[src/hdl/shbi_pkg.sv]
`default_nettype none

package shbi_pkg;

    localparam int TABLE_SIZE       = 4096;
    localparam int SLOTS_PER_BUCKET = 16;
    localparam int PARTICLE_COUNT   = 1024;

    localparam int POS_W     = 24;
    localparam int CELL_W    = POS_W + 1;
    localparam int CS_W      = 23;
    localparam int MULT_W    = 32;
    localparam int ID_W      = $clog2(PARTICLE_COUNT);
    localparam int BUCKET_W  = $clog2(TABLE_SIZE);
    localparam int SLOT_W    = $clog2(SLOTS_PER_BUCKET);
    localparam int FILL_W    = $clog2(SLOTS_PER_BUCKET + 1);
    localparam int MEMBER_AW = BUCKET_W + SLOT_W;
    localparam int MEMBER_DEPTH = TABLE_SIZE * SLOTS_PER_BUCKET;
    localparam int DIV_CNT_W = $clog2(POS_W);
    localparam int CFG_IDX_W = 2;

    localparam logic [MULT_W-1:0] MULT_X_RESET = 32'd73856093;
    localparam logic [MULT_W-1:0] MULT_Y_RESET = 32'd19349663;
    localparam logic [CS_W-1:0]   PITCH_RESET  = 23'd256;

    localparam logic [CFG_IDX_W-1:0] CFG_MULT_X = 2'd0;
    localparam logic [CFG_IDX_W-1:0] CFG_MULT_Y = 2'd1;
    localparam logic [CFG_IDX_W-1:0] CFG_PITCH  = 2'd2;

    localparam logic ACT_CLEAR  = 1'b0;
    localparam logic ACT_INSERT = 1'b1;

    typedef struct packed {
        logic                    action;
        logic [ID_W-1:0]         particle_id;
        logic signed [POS_W-1:0] pos_x;
        logic signed [POS_W-1:0] pos_y;
    } shbi_req_t;

    typedef struct packed {
        logic [BUCKET_W-1:0] bucket;
        logic [SLOT_W-1:0]   slot;
        logic                stored;
    } shbi_res_t;

    typedef enum logic [2:0] {
        ST_IDLE,
        ST_CLEAR,
        ST_DIV,
        ST_FIX,
        ST_MUL_X,
        ST_MUL_Y,
        ST_READ,
        ST_WRITE
    } shbi_state_t;

    typedef struct packed {
        logic load;
        logic div_step;
        logic fix;
        logic mul_x;
        logic mul_y;
        logic rd;
        logic wr;
        logic clr_step;
    } shbi_cmd_t;

    typedef struct packed {
        logic div_last;
        logic clr_last;
    } shbi_status_t;

endpackage

`default_nettype wire

[src/hdl/shbi_ctrl.sv]
`default_nettype none

module shbi_ctrl (
    input  wire logic                   clk,
    input  wire logic                   rst_n,
    input  wire logic                   start,
    input  wire logic                   action,
    input  wire shbi_pkg::shbi_status_t status,
    output shbi_pkg::shbi_cmd_t         cmd,
    output logic                        busy
);

    shbi_pkg::shbi_state_t state_reg;
    shbi_pkg::shbi_state_t state_next;

    // reset lands in the clearing pass
    always_ff @(posedge clk or negedge rst_n)
    begin
        if (!rst_n)
        begin
            state_reg <= shbi_pkg::ST_CLEAR;
        end
        else
        begin
            state_reg <= state_next;
        end
    end

    always_comb
    begin
        cmd        = '0;
        state_next = state_reg;
        unique case (state_reg)
            shbi_pkg::ST_IDLE:
            begin
                if (start)
                begin
                    if (action == shbi_pkg::ACT_INSERT)
                    begin
                        cmd.load   = 1'b1;
                        state_next = shbi_pkg::ST_DIV;
                    end
                    else
                    begin
                        state_next = shbi_pkg::ST_CLEAR;
                    end
                end
            end
            shbi_pkg::ST_CLEAR:
            begin
                cmd.clr_step = 1'b1;
                if (status.clr_last)
                begin
                    state_next = shbi_pkg::ST_IDLE;
                end
            end
            shbi_pkg::ST_DIV:
            begin
                cmd.div_step = 1'b1;
                if (status.div_last)
                begin
                    state_next = shbi_pkg::ST_FIX;
                end
            end
            shbi_pkg::ST_FIX:
            begin
                cmd.fix    = 1'b1;
                state_next = shbi_pkg::ST_MUL_X;
            end
            shbi_pkg::ST_MUL_X:
            begin
                cmd.mul_x  = 1'b1;
                state_next = shbi_pkg::ST_MUL_Y;
            end
            shbi_pkg::ST_MUL_Y:
            begin
                cmd.mul_y  = 1'b1;
                state_next = shbi_pkg::ST_READ;
            end
            shbi_pkg::ST_READ:
            begin
                cmd.rd     = 1'b1;
                state_next = shbi_pkg::ST_WRITE;
            end
            shbi_pkg::ST_WRITE:
            begin
                cmd.wr     = 1'b1;
                state_next = shbi_pkg::ST_IDLE;
            end
            default:
            begin
                state_next = shbi_pkg::ST_IDLE;
            end
        endcase
    end

    assign busy = (state_reg != shbi_pkg::ST_IDLE);

endmodule

`default_nettype wire

[config.mk]
export PLATFORM = sky130hd
export DESIGN_NAME = shbi_ctrl
export DESIGN_NICKNAME = d
export VERILOG_FILES = /design/src/hdl/shbi_pkg.sv /design/src/hdl/shbi_ctrl.sv
export SDC_FILE = /design/constraint.sdc
export NUM_CORES = 1
export LEC_CHECK = 0
export BUFFER_PORTS_ARGS = -buffer_cell sky130_fd_sc_hd__clkbuf_2
export CORE_AREA = 3 3 40 42
export DETAILED_ROUTE_END_ITERATION = 8
export DIE_AREA = 0 0 43 45
export GPL_TIMING_DRIVEN = 0
export PLACE_DENSITY = 0.38
export SKIP_LAST_GASP = 1
export SLEW_MARGIN = 30
export SYNTH_ARGS = -nofsm -noshare
export SYNTH_HDL_FRONTEND = slang
export SYNTH_SLANG_ARGS = --single-unit
[constraint.sdc]
create_clock -name clk -period 1.52 [get_ports clk]
set_input_delay 0.076 -clock clk [delete_from_list [all_inputs] [get_ports clk]]
set_output_delay 0.076 -clock clk [all_outputs]
set_load 0.03 [all_outputs]
==> results of run 1 <==
synth_stat cells, drive strengths merged:
library cell	number
dfstp	1
nor2	3
nand2b	1
a21oi	1
and2	1
or4b	2
nor3b	1
nand2	1
inv	1
nor3	2
or3	1
and3	2
dfrtp	2
xnor2	1
nand3b	1
o211ai	1
a22oi	1
clkbuf	2
buf	1
cell type report:
class                           instances  area, µm²  share of cell area [%]
Sequential cell                         3      76.32                   22.51
Tap cell                               15      18.77                   5.535
Inverter                                1      3.754                   1.107
Multi-Input combinational cell         19      122.6                   36.16
Clock buffer                            4      26.28                   7.749
Timing Repair Buffer                   15      80.08                   23.62
Buffer                                  1      11.26                   3.321
worst max-delay path, cell delays in order, from the launching register on:
cell and delay (ps):
dfrtp_1 480, or3_2 480, clkbuf_2 190
metrics by stage:
step	instance area, µm²	setup slack (ps)	hold WS [ps]
detailed placement	310.3	201.7	-127.0
finish	339.1	64.48	106.3
floorplan	221.5	53.64	-219.6
global route	339.1	0.7020	133.0
global placement	310.3	218.5	-128.1
CTS	339.1	45.58	104.7
final timing paths:
| path | start | to |
|---|---|---|
| max | state_reg[1] | busy |
| max reg2reg | state_reg[1] | state_reg[0] |
| min in group asynchronous | rst_n | state_reg[1] |
| min reg2reg | state_reg[0] | state_reg[0] |
| min | status[0] | state_reg[0] |
| max in group asynchronous | rst_n | state_reg[0] |
logic make-up (layout without fill, tap and decap cells):
| group | after synthesis | after routing | synth area share [%] |
|---|---|---|---|
| compound gates | 3 | 3 | 9.040 |
| simple gates | 15 | 15 | 42.38 |
| buf+inv | 4 | 21 | 10.17 |
| xor+xnor | 1 | 1 | 3.956 |
| flops | 3 | 3 | 34.47 |
power by group through the flow:
stage	sequential [mW]	clock (mW)	combinational, mW
after global routing	0.233	0.155	0.548
after detailed placement	0.161	0	0.584
after global placement	0.162	0	0.580
after floorplan	0.154	0	0.448
after CTS	0.218	0.146	0.513
final	0.217	0.136	0.504
what timing repair did:
action,CTS,global route
endpoints found under the hold margin,3,0
hold buffers,1,0
setup endpoints to repair,2,0
metal layers:
metal	share of wire [%]	wire length (µm)
met5	0	0
met4	0	0
met3	7.6	43
met2	48	269
met1	45	252
==> summary.md, run 1 <==
| Metric | Value |
|---|---|
| Status | `complete, no violations` |
| Initial antenna violation count | `0` |
| Yosys warns | `0` |
| Combinational power share | `approximately 60%` |
| Post-route ant nets | `0` |
| Hpwl dp | `459.3 µm` |
| Non-filler cells, final | `58` |
| Routed len/inst | `9.741 µm` |
| Filler cells | `151` |
| Nets | `50` |
| Leading area contributor after synthesis | `dfrtp_1` |
| DIE WIDTH | `roughly 43 µm` |
| Avg Inst Size Synth | `around 8.5 µm²` |
| Count of final setup violators | `0` |
| Clock share of power | `15.9%` |
| Data arrival, critical path | `1380 ps` |
| Area growth from synthesis to layout | `53.11%` |
| DR vias | `approximately 240` |
| Slew headroom | `between 70% and 80%` |
| Worst VDD drop | `approximately 660 µV` |
| Placer Congestion | `0.6338` |
| Hold path cells | `3` |
| TritonCTS clock tree | `built` |
| First-pass detailed-route iteration total | `2` |
| First-pass GRT wire length | `959 µm` |
| Hold Vio Cnt, Final | `0` |
| Max Clk Rate | `687.0 MHz` |
| Skew final | `0.06121 ps` |
| Worst hold path type | `in2reg` |
| Maxcap violations | `0` |
| Setup_tns | `0 ps` |
| Core Rows | `13` |
| Longest Clk Path Bufs | `2` |
| Mapped Nets | `32` |
| Largest net degree at the start of global routing | `13` |
| Port Buffers | `14` |
| Total gr overflow | `0` |
| Synth top area cells | `dfrtp_1 (23%), dfstp_2 (12%), or4b_1 (9.0%), buf_6 (5.1%), nor2_1 (5.1%)` |
| Commonest cells after routing, fill and taps aside | `clkbuf_2 (14), nor2_1 (3), clkbuf_4 (3)` |
| Final wirelength | `565 µm` |
| Post-synthesis sequential element count | `3` |
| Met3 usage | `under 10%` |
| RSZ-0062 raised after global routing | `false` |
| CTS H-tree depth | `1` |
| Cts bufs inserted | `3` |
| Clock Latency Late Sink | `approximately 230 ps` |
| Met2 Resource Use GR | `10.48%` |
| Vias per cell | `4.103` |
| Pleak | `0.1672 nW` |
| Reg power frac | `25.3%` |
| Final period util | `between 90 and 100%` |
| M1 GR Usage | `7.767%` |
| Die Area | `1935 µm²` |
| Max reg flops | `3` |
| Fraction of layout cells with a size suffix above 1 | `48.84%` |
| Netlist cell types | `20` |
| Die Y-Extent | `between 40 and 50 µm` |
| Max-slew violations | `0` |
| Cells after synthesis | `26` |
| Core Region | `1285 µm²` |
| Post-placement cell count | `55` |
| # diodes | `0` |
| Final core occ | `26.39%` |
| # resized after CTS | `0` |
| Commonest non-fill, non-tap cell in the layout | `clkbuf_2` |
| Starting Density | `between 10% and 20%` |
| Clk sinks | `3` |
| Worst EP required | `between 1000 and 1500 ps` |
| DRC | `0` |
| Crit path kind | `reg2out` |
| DR iter-0 viols | `2` |
| Crit start category | `flop` |
| Num ports | `15` |
| GR peak layer | `met2` |
| Final Critical Period | `around 1500 ps` |
| Gr usage total | `6.928%` |
| Switching portion of total power | `between 50% and 60%` |
| R2R Setup Slk | `300 ps` |
| Worst r2r path cells | `2` |
| Yosys top cell area share | `22.60%` |
| Clock transition at path regs | `40 ps` |
| Max Fanout on Critical Path | `12` |
| Root buf cell | `clkbuf_4` |
| Int Power | `0.4211 mW` |
| Worst-margin pin slew | `315.3 ps` |
| CP Capture Type | `output pin` |
| Power Density | `2528 nW/µm²` |
| Psw | `0.4360 mW` |
| Mapped cell area | `221.5 µm²` |
| Number of global-route vias before repair | `241` |
| Pwr Total | `0.8571 mW` |
| Post-CTS setup buffer count | `0` |
| Sequential share of the synthesized area | `34.46%` |
Power figures use the tool's default switching activity.
==> inputs of run 2 (changes only) <==
==> constraint.sdc (replaced) <==
create_clock -name clk -period 1.52 [get_ports clk]
set_input_delay 0.152 -clock clk [delete_from_list [all_inputs] [get_ports clk]]
set_output_delay 0.152 -clock clk [all_outputs]
set_load 0.03 [all_outputs]
==> summary.md, run 2 (synthesis results as in run 1) <==
| Metric | Value |
|---|---|
| Status | `complete, no violations` |
| Met2 Resource Use GR | `between 10% and 20%` |
| CP max stage cell | `dfstp_2` |
| Clock Latency Late Sink | `between 200 and 250 ps` |
| GR peak layer | `met2` |
| Switching portion of total power | `47.55%` |
| DR vias | `258` |
| Hold Vio Cnt, Final | `0` |
| Total gr overflow | `0` |
| Commonest non-fill, non-tap cell in the layout | `clkbuf_2` |
| Combinational power share | `66.3%` |
| First-pass GRT wire length | `1021 µm` |
| Clock share of power | `about 14%` |
| Count of final setup violators | `0` |
| Slowest Stage Delay on Critical Path | `~530 ps` |
| Area growth from synthesis to layout | `79.10%` |
| Initial antenna violation count | `0` |
| Slew headroom | `87.19%` |
| Num ports | `15` |
| Non-filler cells, final | `61` |
| Fraction of layout cells with a size suffix above 1 | `58.70%` |
| Skew final | `0.4113 ps` |
| Number of global-route vias before repair | `around 260` |
| Max Fanout on Critical Path | `10` |
| Core Rows | `13` |
| Met3 usage | `2.390%` |
| Clock transition at path regs | `40 ps` |
| Nets | `53` |
| Critical Path Start | `state_reg[0]` |
| Pleak | `0.1917 nW` |
| Die Area | `1935 µm²` |
| Final Cell Area | `396.6 µm²` |
| Starting Density | `roughly 17%` |
| Power Density | `2506 nW/µm²` |
| Clk sinks | `3` |
| DR iter-0 viols | `0` |
| Worst r2r path cells | `3` |
| Filler cells | `151` |
| Maxcap violations | `0` |
| Gr usage total | `7.268%` |
| Vias per cell | `about 4.2` |
| CTS H-tree depth | `1` |
| Cts bufs inserted | `3` |
| Worst EP required | `1370 ps` |
| CP cell instances | `buf_6 > inv_1 > nor3_2 > buf_4` |
| Post-route ant nets | `0` |
| Dpl cell area | `320.3 µm²` |
| TritonCTS clock tree | `built` |
| M1 GR Usage | `8.273%` |
| Worst Hold Launch | `status[0]` |
| Worst r2r dst | `state_reg[0]` |
| Largest net degree at the start of global routing | `13` |
| Worst VDD drop | `932.6 µV` |
| RSZ-0062 raised after global routing | `false` |
| Final wirelength | `620 µm` |
| Psw | `0.4726 mW` |
| Longest Clk Path Bufs | `2` |
| R2R Setup Slk | `320 ps` |
| Max-slew violations | `0` |
| Post-layout worst setup margin | `66.92 ps` |
| Seq. cell area | `77.57 µm²` |
| Final Critical Period | `1453 ps` |
| # diodes | `0` |
| First-pass detailed-route iteration total | `1` |
| Root buf cell | `clkbuf_4` |
| Worst hold path type | `in2reg` |
| Max Clk Rate | `688.2 MHz` |
| Int Power | `0.5213 mW` |
| DRC | `0` |
| Worst r2r src | `state_reg[0]` |
| Data arrival, critical path | `1300 ps` |
| Post-Place Setup Slack | `112.5 ps` |
| Worst-margin pin slew | `approximately 190 ps` |
| Reg power frac | `19.7%` |
| Crit start category | `flop` |
| Crit path kind | `reg2out` |
| Pwr Total | `0.9939 mW` |
| Die Y-Extent | `about 45 µm` |
| Post-placement cell count | `55` |
| Port Buffers | `14` |
| Final period util | `95.60%` |
| CP Capture Type | `output pin` |
| DIE WIDTH | `43 µm` |
| Routed len/inst | `10.16 µm` |
| Area of the multi-input gates | `~140 µm²` |
| Core Region | `between 1000 and 1500 µm²` |
| Max reg flops | `3` |
| CP endpoint | `cmd[0]` |
| Commonest cells after routing, fill and taps aside | `clkbuf_2 (11), buf_4 (4), nor2_1 (3), clkbuf_4 (3)` |
| Fin Hold WS | `186.8 ps` |
| Hpwl dp | `452.7 µm` |
| Placer Congestion | `0.6300` |
==> run 2: repair_timing <==
item	in CTS	in global routing
gates resized for setup	7	6
setup endpoints to repair	5	2
setup buffers	1	1
endpoints found under the hold margin	3	0
hold buffers	1	0
==> run 2: worst min path at each step <==
stage	endpoint	depth (start not counted)
global route	state_reg[0]	3
finish	state_reg[0]	3
detailed placement	state_reg[2]	1
floorplan	state_reg[1]	0
CTS	state_reg[0]	3
global placement	state_reg[1]	1
==> run 2: final cells by class <==
cell class,count,share of cell area (%)
Multi-Input combinational cell,19,34.38
Timing Repair Buffer,17,27.44
Buffer,2,6.309
Tap cell,15,4.732
Inverter,1,0.9464
Sequential cell,3,19.56
Clock buffer,4,6.625
==> run 2: power by group through the flow <==
| stage | logic (mW) | clock network (mW) | registers (mW) |
|---|---|---|---|
| finish | 0.659 | 0.139 | 0.195 |
| global route | 0.702 | 0.153 | 0.208 |
| CTS | 0.639 | 0.148 | 0.196 |
| detailed placement | 0.596 | 0 | 0.163 |
| global placement | 0.597 | 0 | 0.162 |
| floorplan | 0.463 | 0 | 0.154 |
==> run 2: layer usage <==
metal  share of wire, %  vias up
li1                   -      129
met1                 44      115
met2                 47       12
met3                6.8        2
met4                2.6        0
met5                  0        -
==> run 2: critical path, delay by kind of cell, from the launching register on <==
family | cells | cell delay, ps
flops | 1 | 530
simple gates | 1 | 170
buf+inv | 3 | 380
==> run 2: stage by stage <==
| stage | TNS, ps | utilization, % |
|---|---|---|
| after CTS | 0 | 29.89 |
| after global routing | 0 | 30.87 |
| after global placement | 0 | 24.93 |
| after floorplan | -4.614 | - |
| after detailed placement | 0 | 24.93 |
| final | 0 | 30.87 |
